`src/rtl/client_session_table_with_timeout_core_assert.svh`:
```
// assertion macros for the rtl files, included by cst_datapath
`ifndef CLIENT_SESSION_TABLE_WITH_TIMEOUT_CORE_ASSERT_SVH
`define CLIENT_SESSION_TABLE_WITH_TIMEOUT_CORE_ASSERT_SVH
`ifndef ASSERT_OFF
`define CST_ASSERT_ALW(lbl, expr) \
  lbl: assert property (@(posedge clk) disable iff (!rst_n) (expr)) \
    else $error("invariant violated");
`define CST_ASSERT_IMP(lbl, ante, cons) \
  lbl: assert property (@(posedge clk) disable iff (!rst_n) (ante) |-> (cons)) \
    else $error("same-cycle implication violated");
`define CST_ASSERT_NXT(lbl, ante, cons) \
  lbl: assert property (@(posedge clk) disable iff (!rst_n) (ante) |=> (cons)) \
    else $error("next-cycle implication violated");
`else
`define CST_ASSERT_ALW(lbl, expr)
`define CST_ASSERT_IMP(lbl, ante, cons)
`define CST_ASSERT_NXT(lbl, ante, cons)
`endif
`endif

```
`src/rtl/cst_pkg.sv`:
```
package cst_pkg;

  localparam int NUM_ENTRIES  = 8;
  localparam int IDX_W        = (NUM_ENTRIES > 1) ? $clog2(NUM_ENTRIES) : 1;
  localparam int ENTRY_IDX_W  = 3;
  localparam int IDX_EXT_W    = (IDX_W > ENTRY_IDX_W) ? IDX_W : ENTRY_IDX_W;
  localparam int ADDR_W       = 32;
  localparam int TIME_W       = 32;
  localparam int TIMEOUT_W    = 31;
  localparam int APB_DW       = 32;
  localparam int APB_AW       = 3;

  localparam logic [TIMEOUT_W-1:0] TIMEOUT_RESET = TIMEOUT_W'(3 * 60 * 1000);
  localparam logic [APB_AW-1:0]    REG_IDLE_TIMEOUT = APB_AW'(0);

  typedef enum logic [1:0] {
    FUNC_CHECK  = 2'd0,
    FUNC_LOGIN  = 2'd1,
    FUNC_LOGOUT = 2'd2,
    FUNC_SWEEP  = 2'd3
  } func_t;

  typedef enum logic [1:0] {
    ST_IDLE,
    ST_SCAN,
    ST_FINISH
  } state_t;

  typedef struct packed {
    logic load;
    logic scan;
    logic finish;
  } cmd_t;

  typedef struct packed {
    logic scan_last;
    logic out_free;
  } sts_t;

endpackage

```
`src/rtl/cst_ctrl.sv`:
```
module cst_ctrl (
  input  logic          clk,
  input  logic          rst_n,
  input  logic          in_valid,
  output logic          in_ready,
  input  cst_pkg::sts_t sts,
  output cst_pkg::cmd_t cmd
);

  cst_pkg::state_t state_r, state_nxt;

  always_ff @(posedge clk) begin
    if (!rst_n) begin
      state_r <= cst_pkg::ST_IDLE;
    end else begin
      state_r <= state_nxt;
    end
  end

  always_comb begin
    state_nxt  = state_r;
    in_ready   = 1'b0;
    cmd        = '0;
    case (state_r)
      cst_pkg::ST_IDLE: begin
        in_ready = 1'b1;
        if (in_valid) begin
          cmd.load  = 1'b1;
          state_nxt = cst_pkg::ST_SCAN;
        end
      end
      cst_pkg::ST_SCAN: begin
        cmd.scan = 1'b1;
        if (sts.scan_last) begin
          state_nxt = cst_pkg::ST_FINISH;
        end
      end
      cst_pkg::ST_FINISH: begin
        // hold the finished item until the output register can take it
        if (sts.out_free) begin
          cmd.finish = 1'b1;
          state_nxt  = cst_pkg::ST_IDLE;
        end
      end
      default: begin
        state_nxt = cst_pkg::ST_IDLE;
      end
    endcase
  end

endmodule

```
`src/rtl/cst_datapath.sv`:
```
`include "client_session_table_with_timeout_core_assert.svh"

module cst_datapath (
  input  logic                              clk,
  input  logic                              rst_n,
  input  cst_pkg::cmd_t                     cmd,
  output cst_pkg::sts_t                     sts,
  input  logic [1:0]                        in_func,
  input  logic [cst_pkg::ADDR_W-1:0]        in_client_addr,
  input  logic [cst_pkg::TIME_W-1:0]        in_now_ms,
  input  logic                              in_credentials_ok,
  output logic                              out_valid,
  input  logic                              out_ready,
  output logic                              out_granted,
  output logic                              out_no_free_entry,
  output logic                              out_leds_off,
  output logic [cst_pkg::ENTRY_IDX_W-1:0]   out_entry_index,
  input  logic                              psel,
  input  logic                              penable,
  input  logic                              pwrite,
  input  logic [cst_pkg::APB_AW-1:0]        paddr,
  input  logic [cst_pkg::APB_DW-1:0]        pwdata,
  output logic [cst_pkg::APB_DW-1:0]        prdata,
  output logic                              pready
);

  localparam int N = cst_pkg::NUM_ENTRIES;

  // captured item
  cst_pkg::func_t                 func_r;
  logic [cst_pkg::ADDR_W-1:0]     addr_r;
  logic [cst_pkg::TIME_W-1:0]     now_r;
  logic                           cred_r;

  logic [cst_pkg::TIMEOUT_W-1:0]  timeout_r;

  // session table
  logic                           used_r [N];
  logic                           auth_r [N];
  logic [cst_pkg::ADDR_W-1:0]     eaddr_r [N];
  logic [cst_pkg::TIME_W-1:0]     last_r [N];

  // scan state
  logic [cst_pkg::IDX_W-1:0]      cnt_r;
  logic                           match_found_r;
  logic [cst_pkg::IDX_W-1:0]      match_idx_r;
  logic                           match_auth_r;
  logic                           free_found_r;
  logic [cst_pkg::IDX_W-1:0]      free_idx_r;
  logic                           leds_acc_r;

  // result register
  logic                           out_valid_r;
  logic                           granted_r;
  logic                           nofree_r;
  logic                           leds_r;
  logic [cst_pkg::ENTRY_IDX_W-1:0] idx_r;

  logic [cst_pkg::TIME_W-1:0]     elapsed;
  logic                           stale_k;
  logic                           addr_hit_k;
  logic                           cfg_wr;
  logic                           is_sweep;
  logic                           do_lookup;
  logic                           hit;
  logic                           claim;
  logic                           auth_eff;
  logic [cst_pkg::IDX_W-1:0]      sel;
  logic [cst_pkg::IDX_EXT_W-1:0]  sel_ext;
  logic                           touch;
  logic                           granted_nxt;
  logic                           nofree_nxt;
  logic                           leds_nxt;
  logic [cst_pkg::ENTRY_IDX_W-1:0] idx_nxt;

  // per-entry checks at the scan pointer
  assign elapsed    = now_r - last_r[cnt_r];
  assign stale_k    = elapsed > {1'b0, timeout_r};
  assign addr_hit_k = used_r[cnt_r] && (eaddr_r[cnt_r] == addr_r);

  assign sts.scan_last = (cnt_r == cst_pkg::IDX_W'(N - 1));
  assign sts.out_free  = !out_valid_r || out_ready;

  // finish-step decode
  assign is_sweep  = (func_r == cst_pkg::FUNC_SWEEP);
  assign do_lookup = !is_sweep && ((func_r != cst_pkg::FUNC_LOGIN) || cred_r);
  assign hit       = match_found_r || free_found_r;
  assign claim     = !match_found_r && free_found_r;
  assign auth_eff  = match_found_r && match_auth_r;
  assign sel       = match_found_r ? match_idx_r : free_idx_r;
  assign sel_ext   = cst_pkg::IDX_EXT_W'(sel);
  assign touch     = claim || (func_r == cst_pkg::FUNC_LOGIN) ||
                     ((func_r == cst_pkg::FUNC_CHECK) && auth_eff);

  always_comb begin
    granted_nxt = do_lookup && hit &&
                  (((func_r == cst_pkg::FUNC_CHECK) && auth_eff) ||
                   (func_r == cst_pkg::FUNC_LOGIN));
    nofree_nxt  = do_lookup && !hit;
    leds_nxt    = is_sweep ? leds_acc_r : (func_r == cst_pkg::FUNC_LOGOUT);
    idx_nxt     = (do_lookup && hit) ? sel_ext[cst_pkg::ENTRY_IDX_W-1:0] : '0;
  end

  assign cfg_wr = psel && penable && pwrite && (paddr == cst_pkg::REG_IDLE_TIMEOUT);
  assign pready = 1'b1;
  assign prdata = (paddr == cst_pkg::REG_IDLE_TIMEOUT) ?
                  cst_pkg::APB_DW'(timeout_r) : '0;

  always_ff @(posedge clk) begin
    if (!rst_n) begin
      timeout_r <= cst_pkg::TIMEOUT_RESET;
    end else if (cfg_wr) begin
      timeout_r <= pwdata[cst_pkg::TIMEOUT_W-1:0];
    end
  end

  always_ff @(posedge clk) begin
    if (cmd.load) begin
      func_r <= cst_pkg::func_t'(in_func);
      addr_r <= in_client_addr;
      now_r  <= in_now_ms;
      cred_r <= in_credentials_ok;
    end
  end

  // scan pointer and first-match / first-claimable search
  always_ff @(posedge clk) begin
    if (!rst_n) begin
      cnt_r         <= '0;
      match_found_r <= 1'b0;
      free_found_r  <= 1'b0;
      leds_acc_r    <= 1'b0;
    end else if (cmd.load) begin
      cnt_r         <= '0;
      match_found_r <= 1'b0;
      free_found_r  <= 1'b0;
      leds_acc_r    <= 1'b0;
    end else if (cmd.scan) begin
      cnt_r <= cnt_r + 1'b1;
      if (is_sweep) begin
        if (auth_r[cnt_r] && stale_k) begin
          leds_acc_r <= 1'b1;
        end
      end else begin
        if (!match_found_r && addr_hit_k) begin
          match_found_r <= 1'b1;
        end
        if (!free_found_r && (!auth_r[cnt_r] || stale_k)) begin
          free_found_r <= 1'b1;
        end
      end
    end
  end

  always_ff @(posedge clk) begin
    if (cmd.scan && !is_sweep) begin
      if (!match_found_r && addr_hit_k) begin
        match_idx_r  <= cnt_r;
        // a stale match loses its authentication
        match_auth_r <= auth_r[cnt_r] && !stale_k;
      end
      if (!free_found_r && (!auth_r[cnt_r] || stale_k)) begin
        free_idx_r <= cnt_r;
      end
    end
  end

  // table flags
  always_ff @(posedge clk) begin
    if (!rst_n) begin
      for (int i = 0; i < N; i++) begin
        used_r[i] <= 1'b0;
        auth_r[i] <= 1'b0;
      end
    end else if (cmd.scan && is_sweep) begin
      if (auth_r[cnt_r] && stale_k) begin
        auth_r[cnt_r] <= 1'b0;
      end
    end else if (cmd.finish && do_lookup && hit) begin
      if (claim) begin
        used_r[sel] <= 1'b1;
      end
      case (func_r)
        cst_pkg::FUNC_CHECK:  auth_r[sel] <= auth_eff;
        cst_pkg::FUNC_LOGIN:  auth_r[sel] <= 1'b1;
        cst_pkg::FUNC_LOGOUT: auth_r[sel] <= 1'b0;
        default: begin
        end
      endcase
    end
  end

  // table payload
  always_ff @(posedge clk) begin
    if (cmd.finish && do_lookup && hit) begin
      if (claim) begin
        eaddr_r[sel] <= addr_r;
      end
      if (touch) begin
        last_r[sel] <= now_r;
      end
    end
  end

  always_ff @(posedge clk) begin
    if (!rst_n) begin
      out_valid_r <= 1'b0;
    end else if (cmd.finish) begin
      out_valid_r <= 1'b1;
    end else if (out_ready) begin
      out_valid_r <= 1'b0;
    end
  end

  always_ff @(posedge clk) begin
    if (cmd.finish) begin
      granted_r <= granted_nxt;
      nofree_r  <= nofree_nxt;
      leds_r    <= leds_nxt;
      idx_r     <= idx_nxt;
    end
  end

  assign out_valid         = out_valid_r;
  assign out_granted       = granted_r;
  assign out_no_free_entry = nofree_r;
  assign out_leds_off      = leds_r;
  assign out_entry_index   = idx_r;

  `CST_ASSERT_ALW(a_cmd_onehot, $onehot0({cmd.load, cmd.scan, cmd.finish}))
  `CST_ASSERT_IMP(a_finish_needs_room, cmd.finish, !out_valid_r || out_ready)
  `CST_ASSERT_NXT(a_finish_shows_result, cmd.finish, out_valid_r)

endmodule

```
`src/rtl/client_session_table_with_timeout_core.sv`:
```
// session table with idle timeout, keyed by client ipv4 address
// input channel (in_*): one operation per transfer: check, login, logout or
//   sweep, with the client address, the current time in ms and the
//   credential-valid bit
// result channel (out_*): exactly one result transfer per input transfer
//   with granted, no_free_entry, leds_off and the entry index used
// config (apb): idle timeout in ms at byte address 0, write only while idle
// processing: the sequential scan visits each table entry in turn through
//   the single entry-compare unit, then a finish step updates the entry
//   and loads the output register
// intake: a new item is taken only after the previous one has been loaded
//   into the output register, while its result may still wait for the
//   receiver; no new item is taken during a scan
// stall: if the receiver holds out_ready low, the finished item waits in
//   the controller until the output register frees, and no new item is
//   accepted meanwhile
// reset: all entries unused and unauthenticated, timeout back to 180000 ms
module client_session_table_with_timeout_core (
  input  logic                              clk,
  input  logic                              rst_n,
  input  logic                              in_valid,
  output logic                              in_ready,
  input  logic [1:0]                        in_func,
  input  logic [cst_pkg::ADDR_W-1:0]        in_client_addr,
  input  logic [cst_pkg::TIME_W-1:0]        in_now_ms,
  input  logic                              in_credentials_ok,
  output logic                              out_valid,
  input  logic                              out_ready,
  output logic                              out_granted,
  output logic                              out_no_free_entry,
  output logic                              out_leds_off,
  output logic [cst_pkg::ENTRY_IDX_W-1:0]   out_entry_index,
  input  logic                              psel,
  input  logic                              penable,
  input  logic                              pwrite,
  input  logic [cst_pkg::APB_AW-1:0]        paddr,
  input  logic [cst_pkg::APB_DW-1:0]        pwdata,
  output logic [cst_pkg::APB_DW-1:0]        prdata,
  output logic                              pready
);

  cst_pkg::cmd_t cmd;
  cst_pkg::sts_t sts;

  cst_ctrl u_ctrl (
    .clk      (clk),
    .rst_n    (rst_n),
    .in_valid (in_valid),
    .in_ready (in_ready),
    .sts      (sts),
    .cmd      (cmd)
  );

  cst_datapath u_datapath (
    .clk               (clk),
    .rst_n             (rst_n),
    .cmd               (cmd),
    .sts               (sts),
    .in_func           (in_func),
    .in_client_addr    (in_client_addr),
    .in_now_ms         (in_now_ms),
    .in_credentials_ok (in_credentials_ok),
    .out_valid         (out_valid),
    .out_ready         (out_ready),
    .out_granted       (out_granted),
    .out_no_free_entry (out_no_free_entry),
    .out_leds_off      (out_leds_off),
    .out_entry_index   (out_entry_index),
    .psel              (psel),
    .penable           (penable),
    .pwrite            (pwrite),
    .paddr             (paddr),
    .pwdata            (pwdata),
    .prdata            (prdata),
    .pready            (pready)
  );

endmodule
```
`config.mk`:
```
export PLATFORM = sky130hd
export DESIGN_NAME = client_session_table_with_timeout_core
export DESIGN_NICKNAME = d
export VERILOG_FILES = /design/src/rtl/cst_pkg.sv /design/src/rtl/cst_ctrl.sv /design/src/rtl/cst_datapath.sv /design/src/rtl/client_session_table_with_timeout_core.sv
export VERILOG_INCLUDE_DIRS = /design/src /design/src/rtl
export SDC_FILE = /design/constraint.sdc
export NUM_CORES = 1
export LEC_CHECK = 0
export CELL_PAD_IN_SITES_DETAIL_PLACEMENT = 1
export CELL_PAD_IN_SITES_GLOBAL_PLACEMENT = 1
export CORE_MARGIN = 2
export CORE_UTILIZATION = 40
export CTS_CLUSTER_DIAMETER = 50
export DETAILED_ROUTE_END_ITERATION = 6
export DONT_BUFFER_PORTS = 1
export PLACE_DENSITY_LB_ADDON = 0.1
export SYNTH_ARGS = -nofsm -noshare
export SYNTH_HDL_FRONTEND = slang
export SYNTH_HIERARCHICAL = 1
export SYNTH_SLANG_ARGS = --single-unit
```
`constraint.sdc`:
```
create_clock -name clk -period 6.2 [get_ports clk]
set_input_delay 0 -clock clk [delete_from_list [all_inputs] [get_ports clk]]
set_output_delay 0 -clock clk [all_outputs]
set_load 0.02 [all_outputs]
```
# Yosys cells after proc, flatten, opt, wreduce, memory -nomap -nowiden
# Memories as Yosys holds them, arrays and structs flattened. A register that Yosys moved wholly into a read port is not among the register bits.
# Index checks and enable logic that the tools add are counted.
# op_classes
n_mux	63
n_eq_ne	11
reduce_logical	47
add_sub_neg	2
order_cmp	1
n_bitwise	4
# ops
cell	count
$mux 1	46
$mux 3	12
$eq 32x32->1	1
$gt 32x31->1	1
$sub 32x32->32	1
$mux 31	1
$logic_and 1x1->1	19
$reduce_and 3->1	4
$logic_not 1->1	7
$logic_or 1x1->1	7
$eq 2x2->1 const B	3
$mux 2	3
$ne 2x2->1 const B	3
$pmux 2 s3	1
$eq 2x1->1 const B	2
$logic_not 2->1	2
$reduce_and 2->1	2
$add 3x1->3 const B	1
$eq 3x3->1 const B	1
$logic_not 3->1	1
$reduce_or 1->1	3
$ne 2x1->1 const B	1
$not 1->1	2
$or 1x1->1	2
other kinds (2)	2
# word_totals
register_bits	120
input_bits	109
mem_bits_rw	528
n_memories	4
# memory_table
name	depth	word_bits	rd	rd_clocked_by_memory_dff	wr	line	rtl
u_datapath.eaddr_r	8	32	1	1	1	cst_datapath.sv:40	logic [cst_pkg::ADDR_W-1:0] eaddr_r [N];
u_datapath.last_r	8	32	1	1	1	cst_datapath.sv:41	logic [cst_pkg::TIME_W-1:0] last_r [N];
u_datapath.auth_r	8	1	1	1	8	cst_datapath.sv:39	logic auth_r [N];
u_datapath.used_r	8	1	1	1	8	cst_datapath.sv:38	logic used_r [N];

# Longest topological paths before layout
# Gate-level depths: netlist of run 1.
# depth
depth_word	14
depth_mapped	27

# Hierarchy
# Netlist of run 1, hierarchy kept.
# by_module_without_submodules
module	seq_area_each_um2	cells_each	area_each_um2	instances
cst_datapath	18918.1	1556	27020.9	1
cst_ctrl	40.0	12	105.1	1

# Worst setup path after synthesis of run 1
# Ideal clock, no wire load.
# synth_path
kind	register to register
start	reg with a tool-made name
end	mem u_datapath.auth_r[4]
setup_slack_ns	-0.086
t_arrival_ns	6.159
setup_time_ns	0.127
stages_incl_launch_ff	25
synth_period_minus_slack_ns	6.286
required_ns	6.073
path_cell_list	dfxtp_1 -> buf_6 -> buf_6 -> buf_2 -> clkbuf_1 -> buf_1 -> mux4_2 -> mux2i_1 -> ha_1 -> a2111oi_0 -> a211oi_1 -> or3_1 -> o211ai_1 -> a211o_1 -> a311o_1 -> xnor2_1 -> ha_1 -> nand4_1 -> or2_2 -> nor3b_1 -> a211oi_1 -> o41a_1 -> clkbuf_1 -> a21oi_1 -> o21ai_0
# synth_rtl
element	line
end: declaration	cst_datapath.sv:39

==> results summary, run 1 <==
The initialized floorplan defines 95 standard-cell rows. Sorting the synthesized cells by area gives the leading types as edfxtp_1 66%, mux4_2 11%, dfxtp_1 4.4%. The reported max-cap violation count is 0. The final number of hold-violating endpoints came out at 0.

Measured along the y axis, the die boundary spans 264.4 microns. The total CTS buffers is 84. The wire length of the first global-routing pass is 99290 microns. The post-synthesis async set-or-reset flop share came out at 0%. The signal on the critical path passes through buf_4, mux4_2, mux2i_1, ha_1, or4_1, o21ai_0, nor4b_1, or3_1, o211ai_1, a211o_1, a311o_1, xnor2_1, ha_1, nand4_1, or2_2, nor3b_2, a211oi_1, buf_4, o41a_1, buf_4, a21oi_1, o21ai_0. The core outline area is 67160 sq um. The detail-routed via count per cell came out at 5.327. The number of vias in the routed layout is 14800.

After synthesis, the largest area contributor takes up 65.54% of total cell area. The first detailed-routing pass took 4 iterations. The worst setup path is captured at a flip-flop.

The initial antenna violation count was 7. Across every metal layer, demand over resource in global routing totals 18.76%. The H-tree was split into 3 levels. The number of synthesized register bits came out at 651. The filler-free cell count of the finished design is 2779. The clock tree skew after final layout is 0.02689 ns. Summed over all instances, the cell type with the most area after synthesis is edfxtp_1.

The number of nets in the finished design is 2011. At the end of routability-driven placement, the weighted congestion stood at 0.7846. In this run the static leakage power is 10.61 nW. The largest net degree at the start of global routing is 59. The worst slack after detailed placement is 0.1126 ns. The number of global-route vias before repair came out at 16250.

The sequential fraction of the synthesis area came out at 69.89%. The net count after synthesis is 1743. The tree is rooted in a clkbuf_16. The minimum setup slack among reg-to-reg paths came out at 0.38 ns. Once the floorplan was initialized, standard cells occupied 40.39% of the core. The critical path's top delay family is simple AND/OR/NAND/NOR gates. The number of placed cells counting well taps is 2423. The buffer levels on the longest clock path came out at 3. After clock tree synthesis, the clock-pin slew on the worst setup and hold paths is 0.05 ns. Total power for the finished layout comes to 10.28 mW. The required time of the critical path came out at 6.70 ns. The run finished with clean final reports. The share of the core filled with cells came out at 49.57%. The worst pin sits at a relative slew slack of 32.06%.

The cell repeated most along the worst path is buf_4. The number of design rule violations left after detail routing came out at 0. The count of mapped cells out of synthesis came out at 1568. In the layout the commonest cells are 592 x edfxtp_1, 198 x dlygate4sd3_1, 132 x mux4_2, 112 x nand2_1, 85 x clkbuf_16. The class of the worst hold path is input port to flip-flop. During I/O placement, the number of pins put on the boundary was 150.

The total buffers and inverters traversed by the critical path is 3. Once detailed placement completed, the half-perimeter wirelength came to 38060 microns. The total power divided by cell area is 308.9 nW/um^2.

The die area is 69920 sq um. The count of cells along the worst hold path is 1. The final setup violation count came out at 0. The critical path runs through a total of 22 cells. The detailed-route wire length is 64300 microns.

The worst path meets setup with 0.3832 ns of slack. Across the VDD grid, the largest voltage drop is 265.0 uV. Leaving out fill and tap cells, the most frequent cell in the layout is edfxtp_1. The path type of the worst setup path is flip-flop to flip-flop. The remaining antenna violation count is 0. The fraction of final layout cells sized beyond drive strength 1 is 18.12%. The cell area that synthesis handed to floorplanning was 27130 sq um. TritonCTS built the clock tree. Measured in cells, the most critical reg-to-reg path has a length of 22. In the synthesized netlist the dominant register cell turns out to be edfxtp_1. The nature of the critical path startpoint is a flip-flop.

In this run the worst setup path terminates at u_datapath/auth_r[4]$_DFF_P_. Dividing the detail-routed wire length by the instance count gives 23.14 microns. The final critical delay including setup and external delays came out at 5.817 ns. The delay contributed by the slowest stage of the critical path came out at 0.53 ns.

The count of distinct cell types in the synthesized netlist is 63. The chip width is 264.4 microns. The Yosys step of the flow raised 6 warnings.

The slowest stage of the critical path is the mux4_2 cell. The critical path data arrival time came out at 6.32 ns. The final global-route overflow total came out at 0. In this run the worst path has a maximum fanout of 9.

During placement, the flow inserted port buffers numbering 0. The number of max-slew violations in the final report is 0. The area added between synthesis and finish came out at 22.74%. The fraction of the cycle the final worst path needs came out at 93.82%. The maximum operating frequency came out at 171.9 MHz.

Each instance of the synthesized netlist takes up on average 17.30 sq um. For the pin with the worst max-slew slack, the measured transition is 1.016 ns. In the final timing run, aggregate negative setup slack is 0 ns. The endpoint of the most critical register-to-register path is u_datapath/auth_r[4]$_DFF_P_. The later pin in the worst-skew pair is clocked with a latency of 0.63 ns.

The number of design-rule violations left by the first detailed-router iteration came out at 941. The number of enable flip-flop cells after synthesis is 592. For this design, the sink count on the clock tree is 651.
==> synthesized netlist by cell type, types with 4 or more instances <==
cell type    n
a211oi_1     5
a21boi_0    25
a21o_1      17
a21oi_1     44
a311oi_1     4
and2_1      33
buf_1       10
buf_2        5
buf_6        4
clkbuf_1    41
dfxtp_1     59
edfxtp_1   592
ha_1        65
inv_1       42
mux2_2       6
mux2i_1     70
mux4_2     132
nand2_1    112
nand2b_1     9
nand3_1     23
nand4_1     11
nor2_1      58
nor3_1       9
nor4_1       9
o211ai_1    14
o21a_1       5
o21ai_0     40
o311ai_0     8
xnor2_1     49
xor2_1      12
==> routing by layer <==
layer  vias to the layer above  global-route usage (%)  wire length (microns)
li1                       6755                       -                      -
met1                      7676                   24.38                  28380
met2                       257                   32.55                  32330
met3                       105                   3.010                   2000
met4                        10                   5.513                   1519
met5                         -                       0                     77
==> layout make-up <==
class / count / area, sq um
Antenna cell: 2 / 5.005
Clock inverter: 50 / 548.0
Sequential cell: 651 / 18970
Multi-Input combinational cell: 812 / 7878
Tap cell: 873 / 1092
Timing Repair Buffer: 245 / 2425
Fill cell: 6199 / 33870
Inverter: 42 / 157.7
Clock buffer: 104 / 2218
==> stage by stage <==
stage	hold WS, ns	area [sq um]
floorplan	0.09887	27130
global placement	0.09892	28470
detailed placement	0.09892	28470
CTS	0.0002208	33250
global route	0.02097	33290
finish	0.04075	33290
==> power breakdown <==
group / leakage, nW / internal (mW) / total [mW] / switching, mW
sequential: 5.84 / 4.82 / 4.89 / 0.0676
clock: 1.34 / 2.84 / 4.76 / 1.91
combinational: 3.43 / 0.316 / 0.640 / 0.324
==> how the worst min path moves through the flow <==
stage / startpoint / endpoint / slack [ns]
after floorplan: in_client_addr[0] / u_datapath/addr_r[0]$_DFFE_PP_ / 0.1
after global placement: in_client_addr[27] / u_datapath/addr_r[27]$_DFFE_PP_ / 0.1
after detailed placement: in_now_ms[25] / u_datapath/now_r[25]$_DFFE_PP_ / 0.1
after CTS: in_credentials_ok / u_datapath/cred_r$_DFFE_PP_ / 0.0002
after global routing: in_credentials_ok / u_datapath/cred_r$_DFFE_PP_ / 0.02
final: in_now_ms[14] / u_datapath/now_r[14]$_DFFE_PP_ / 0.04
==> state kept, by name, indices dropped and copies added, names as in the netlist, 3 cells and up, named ones only <==
signal / count
u_datapath/match_idx_r: 3
u_datapath/addr_r: 32
u_datapath/eaddr_r: 256
u_datapath/timeout_r: 31
u_datapath/used_r: 8
u_datapath/last_r: 256
u_datapath/out_entry_index: 3
u_datapath/now_r: 32
u_datapath/auth_r: 8
u_datapath/free_idx_r: 3
u_datapath/cnt_r: 3
==> logic make-up (layout without fill, tap and decap cells) <==
logic type      Yosys count  after routing  share of synthesized area (%)
compound gates          188            188                          4.594
xor+xnor                 61             61                          1.970
fa+ha+maj                66             66                          3.072
buf+inv                 105            441                          1.628
flops                   651            651                          69.89
mux                     208            208                          13.79
other cells               2              4                        0.02769
simple gates            287            287                          5.028
==> repair_timing <==
action                                 in CTS  in global routing
buffers inserted                            0                  1
hold buffers                              199                  0
setup endpoints to repair                   0                 13
endpoints found under the hold margin     154                  0
resized for setup                           0                 12
No activity file was read; power rests on OpenSTA's default activity.
==> inputs of run 2 (changes only) <==
--- a/config.mk
+++ b/config.mk
@@ -6,6 +6,7 @@
 export SDC_FILE = /design/constraint.sdc
 export NUM_CORES = 1
 export LEC_CHECK = 0
+export ABC_AREA = 1
 export CELL_PAD_IN_SITES_DETAIL_PLACEMENT = 1
 export CELL_PAD_IN_SITES_GLOBAL_PLACEMENT = 1
 export CORE_MARGIN = 2
==> run 2 against run 1 <==
- global-route usage grew 3.8 points
- synthesized cell count grew 51%
- combinational power grew 78%
- clock skew shrank 0.0040 ns
- die area grew 2.3%
- setup slack gained 0.33 ns
- synthesized area grew 2.4%
- sequential share of layout area shrank 0.60 points
- sequential cell count is the same
- final area grew 1.1%
- power grew 5.8%
- via count grew 29%
- critical endpoint is now u_datapath/free_idx_r[1]$_DFFE_PP_
==> results summary, run 2 <==
In the synthesized netlist, the cells that appear most often are 592 x edfxtp_1, 397 x nor2_1, 310 x o21ai_0. Data on the critical path arrives at its endpoint at 5.79 ns. The die boundary height came out at 267.5 microns.

The H-tree depth is 3. The transition time of the tightest slew-check pin came out at 1.055 ns. The number of nets in the finished design came out at 2760. The number of max-slew violations in the final report was 0. The required time of the critical path came out at 6.50 ns. The area added between synthesis and finish is 21.19%.

The clock sink total came out at 651. The start point of the worst min-delay path is in_now_ms[29]. The Yosys step of the flow raised 6 warnings.

The total CTS buffers is 84. In the post-synthesis netlist, the biggest area contributors are edfxtp_1 64%, o21ai_0 5.6%, nor2_1 5.4%. The worst IR drop on VDD is 295.7 uV.

The number of design-rule violations left by the first detailed-router iteration is 1164. The number of top-level pins came out at 150. The final critical delay including setup and external delays is 5.489 ns. The class of the worst hold path is input port to flip-flop. The count of distinct cell types in the synthesized netlist came out at 52.

The minimum setup slack among reg-to-reg paths is 0.71 ns. In the final layout, the registers with the most flip-flops are u_datapath/eaddr_r (256), u_datapath/last_r (256). The initial cell density of the core came out at 40.41%.

In this run the tightest slew margin relative to its limit is 29.58%. At the later pin of the worst-skew pair, clock insertion delay measures 0.64 ns. Power spread over the standard cell area amounts to 323.3 nW/um^2. The critical path endpoint category is a flip-flop. By instance count, the leading cell after synthesis is edfxtp_1. The net count after synthesis came out at 2548. Leaving out fill and tap cells, the most frequent cells in the layout are 592 x edfxtp_1, 381 x nor2_1, 310 x o21ai_0, 231 x nand2_1, 199 x dlygate4sd3_1. The total area inside the core boundary comes to 68710 sq um. For the final database, setup skew stands at 0.02288 ns. After routing the design area is 33650 sq um. STA classifies the critical path startpoint as a flip-flop. The fill cell instance count of the final layout came out at 7147. In this run the core area contains 96 standard-cell rows. Internal power comes to 8.133 mW.

The detailed-placement wirelength estimate came out at 48260 microns. The final number of hold-violating endpoints is 0. The cell repeated most along the worst path is nand2_1. Grouping stages by cell kind, the critical path spends the most delay in simple AND/OR/NAND/NOR gates. The final global-route overflow total came out at 0.

Summed over its instances, the top area cell type makes up 64.03% of the synthesized netlist area. The synthesized area per cell is 11.70 sq um. The number of synthesized register bits came out at 651. The sequential power share came out at 45.2%. Summing the sequential cell areas from Yosys gives 68.28% of the chip area. The average routed wire per standard cell is 22.29 microns. The leakage power total is 11.95 nW. Across the run, the number of max-cap violations was 0. The buffer levels on the longest clock path is 3. The number of vias in the routed layout came out at 19110. The largest fanout on the critical path came out at 73.

The number of global-route vias before repair came out at 20140. Entering global routing, the biggest net connects 86 pins. The register clock-pin slew on the reported worst setup and hold paths is 0.05 ns. Setup repair after global routing left no endpoint under its margin.

The total routing usage reported by global routing is 22.56%. The fraction of the cycle the final worst path needs came out at 88.53%. The maximum operating frequency came out at 182.2 MHz. The remaining antenna violation count is 0.

Synthesis handed over a netlist of 2373 instances. The area taken by multi-input logic gates is 7814 sq um. The sum of negative setup slack came out at 0 ns. Registers take 18970 sq um. The first global-routing pass estimated 121900 microns of wire.

The die is 267.5 microns wide. The share of the core filled with cells came out at 48.97%. The most frequent standard cell in the layout excluding fill and tap cells is edfxtp_1. The combinational fraction of design power is 10.5%. The initial antenna violation count is 3. TritonCTS built the clock tree. The detail-routed via count per cell is 5.327. The die covers 71530 sq um. The synthesized netlist occupies a cell area of 27760 sq um. The number of enable flip-flop cells after synthesis is 592.

The first-pass detailed-route iteration total came out at 5. The delay contributed by the slowest stage of the critical path is 0.46 ns. The final setup violation count came out at 0. After detailed placement, the total cell area comes to 28850 sq um. The post-synthesis async set-or-reset flop share is 0%. The root buffer cell is clkbuf_16. The total buffers and inverters traversed by the critical path is 3. The clock group share of total power came out at 44.3%. In the synthesized netlist the dominant register cell turns out to be edfxtp_1.

The slowest stage of the critical path is the dfxtp_4 cell. Of the cells placed in the final design, the portion with a size suffix greater than 1 is 8.471%. The congestion estimate from routability-driven global placement came to 0.8295.

The proportion of total power due to net switching came out at 25.22%. The number of antenna diodes came out at 0. The number of port buffers is 0. The flow ran to the end, and the final reports show no timing, DRC or antenna violations. The power spent charging and discharging nets is 2.743 mW. The detailed-route wire length is 79950 microns. The worst setup path is of the flip-flop to flip-flop kind. For this run, design rule violations remaining after detail routing come to 0. Of all cell types, the one taking the most synthesized area is edfxtp_1.
-- run 2: cell count changes in the layout (fill, tap and decap cells not counted), moves of 31 or more --
cell	before	now
nor2_1	41	381
o21ai_0	37	310
mux4_2	132	0
nand2_1	112	231
inv_1	42	127
o22ai_1	1	71
mux2i_1	68	1
a21oi_1	43	97
o21ai_1	3	57
o221ai_1	0	46
xnor2_1	49	14
and2_1	32	1
-- run 2: logic make-up (layout without fill, tap and decap cells) --
logic type / after synthesis / after routing / synth area share (%)
mux: 1 / 1 / 0.03605
xor+xnor: 40 / 40 / 1.289
simple gates: 736 / 736 / 10.70
fa+ha+maj: 66 / 66 / 3.001
compound gates: 625 / 625 / 12.63
flops: 651 / 651 / 68.28
buf+inv: 252 / 535 / 4.033
other cells: 2 / 2 / 0.02705
-- run 2: layout make-up --
type | count | area share (%)
clock inverters | 58 | 1.800
multi-input cells | 1470 | 23.22
well taps | 931 | 3.462
flip-flops and latches | 651 | 56.38
repair buffers | 243 | 7.125
clock buffers | 99 | 6.474
inverters | 135 | 1.536
-- run 2: power by group through the flow --
stage | Clock [mW] | Combinational (mW) | Sequential [mW]
2_1_floorplan | 0 | 0.718 | 4.97
3_3_place_gp | 0 | 1.02 | 5.00
3_5_place_dp | 0 | 1.05 | 5.01
4_1_cts | 4.93 | 1.15 | 4.92
5_1_grt | 5.10 | 1.27 | 4.93
6_report | 4.82 | 1.14 | 4.92
-- run 2: worst paths after layout --
kind	depth (start not counted)	end
worst max-delay path	38	u_datapath/free_idx_r[1]$_DFFE_PP_
worst min-delay path	1	u_datapath/now_r[29]$_DFFE_PP_
worst max register to register	38	u_datapath/free_idx_r[1]$_DFFE_PP_
worst min register to register	2	u_datapath/used_r[4]$_DFF_P_
-- run 2: what timing repair did --
| item | 4_1_cts | 5_1_grt |
|---|---|---|
| endpoints found under the hold margin | 149 | 0 |
| setup buffers | 0 | 0 |
| hold buffers | 200 | 0 |
| resized for setup | 0 | 1 |
| setup endpoints to repair | 0 | 3 |
-- run 2: worst reg2reg max path, delay by kind of cell (launching register included) --
kind | cells | cell delay [ns]
compound gates | 7 | 1.15
buf+inv | 3 | 0.53
xor+xnor | 1 | 0.11
flops | 1 | 0.46
simple gates | 25 | 2.25
fa+ha+maj | 2 | 0.67
-- run 2: through the flow --
stage	cells	hold slack, ns	power (mW)	setup slack (ns)
floorplan	2373	0.09887	5.685	1.020
global placement	3230	0.09892	6.028	0.6994
detailed placement	3230	0.09892	6.061	0.6218
CTS	3587	0.009263	11.00	0.5473
global route	3587	0.0007198	11.30	0.004275
finish	3587	0.02596	10.88	0.7114
-- run 2: per-layer routing --
layer / part of all wire, % / global-route usage [%] / wire length (microns) / up-vias
met1: 42 / 27.26 / 33340 / 9692
met4: 2.9 / 7.308 / 2284 / 6
met5: 0.050 / 0 / 40 / -
met3: 2.9 / 3.218 / 2288 / 125
met2: 53 / 41.28 / 42000 / 275
li1: - / - / - / 9011
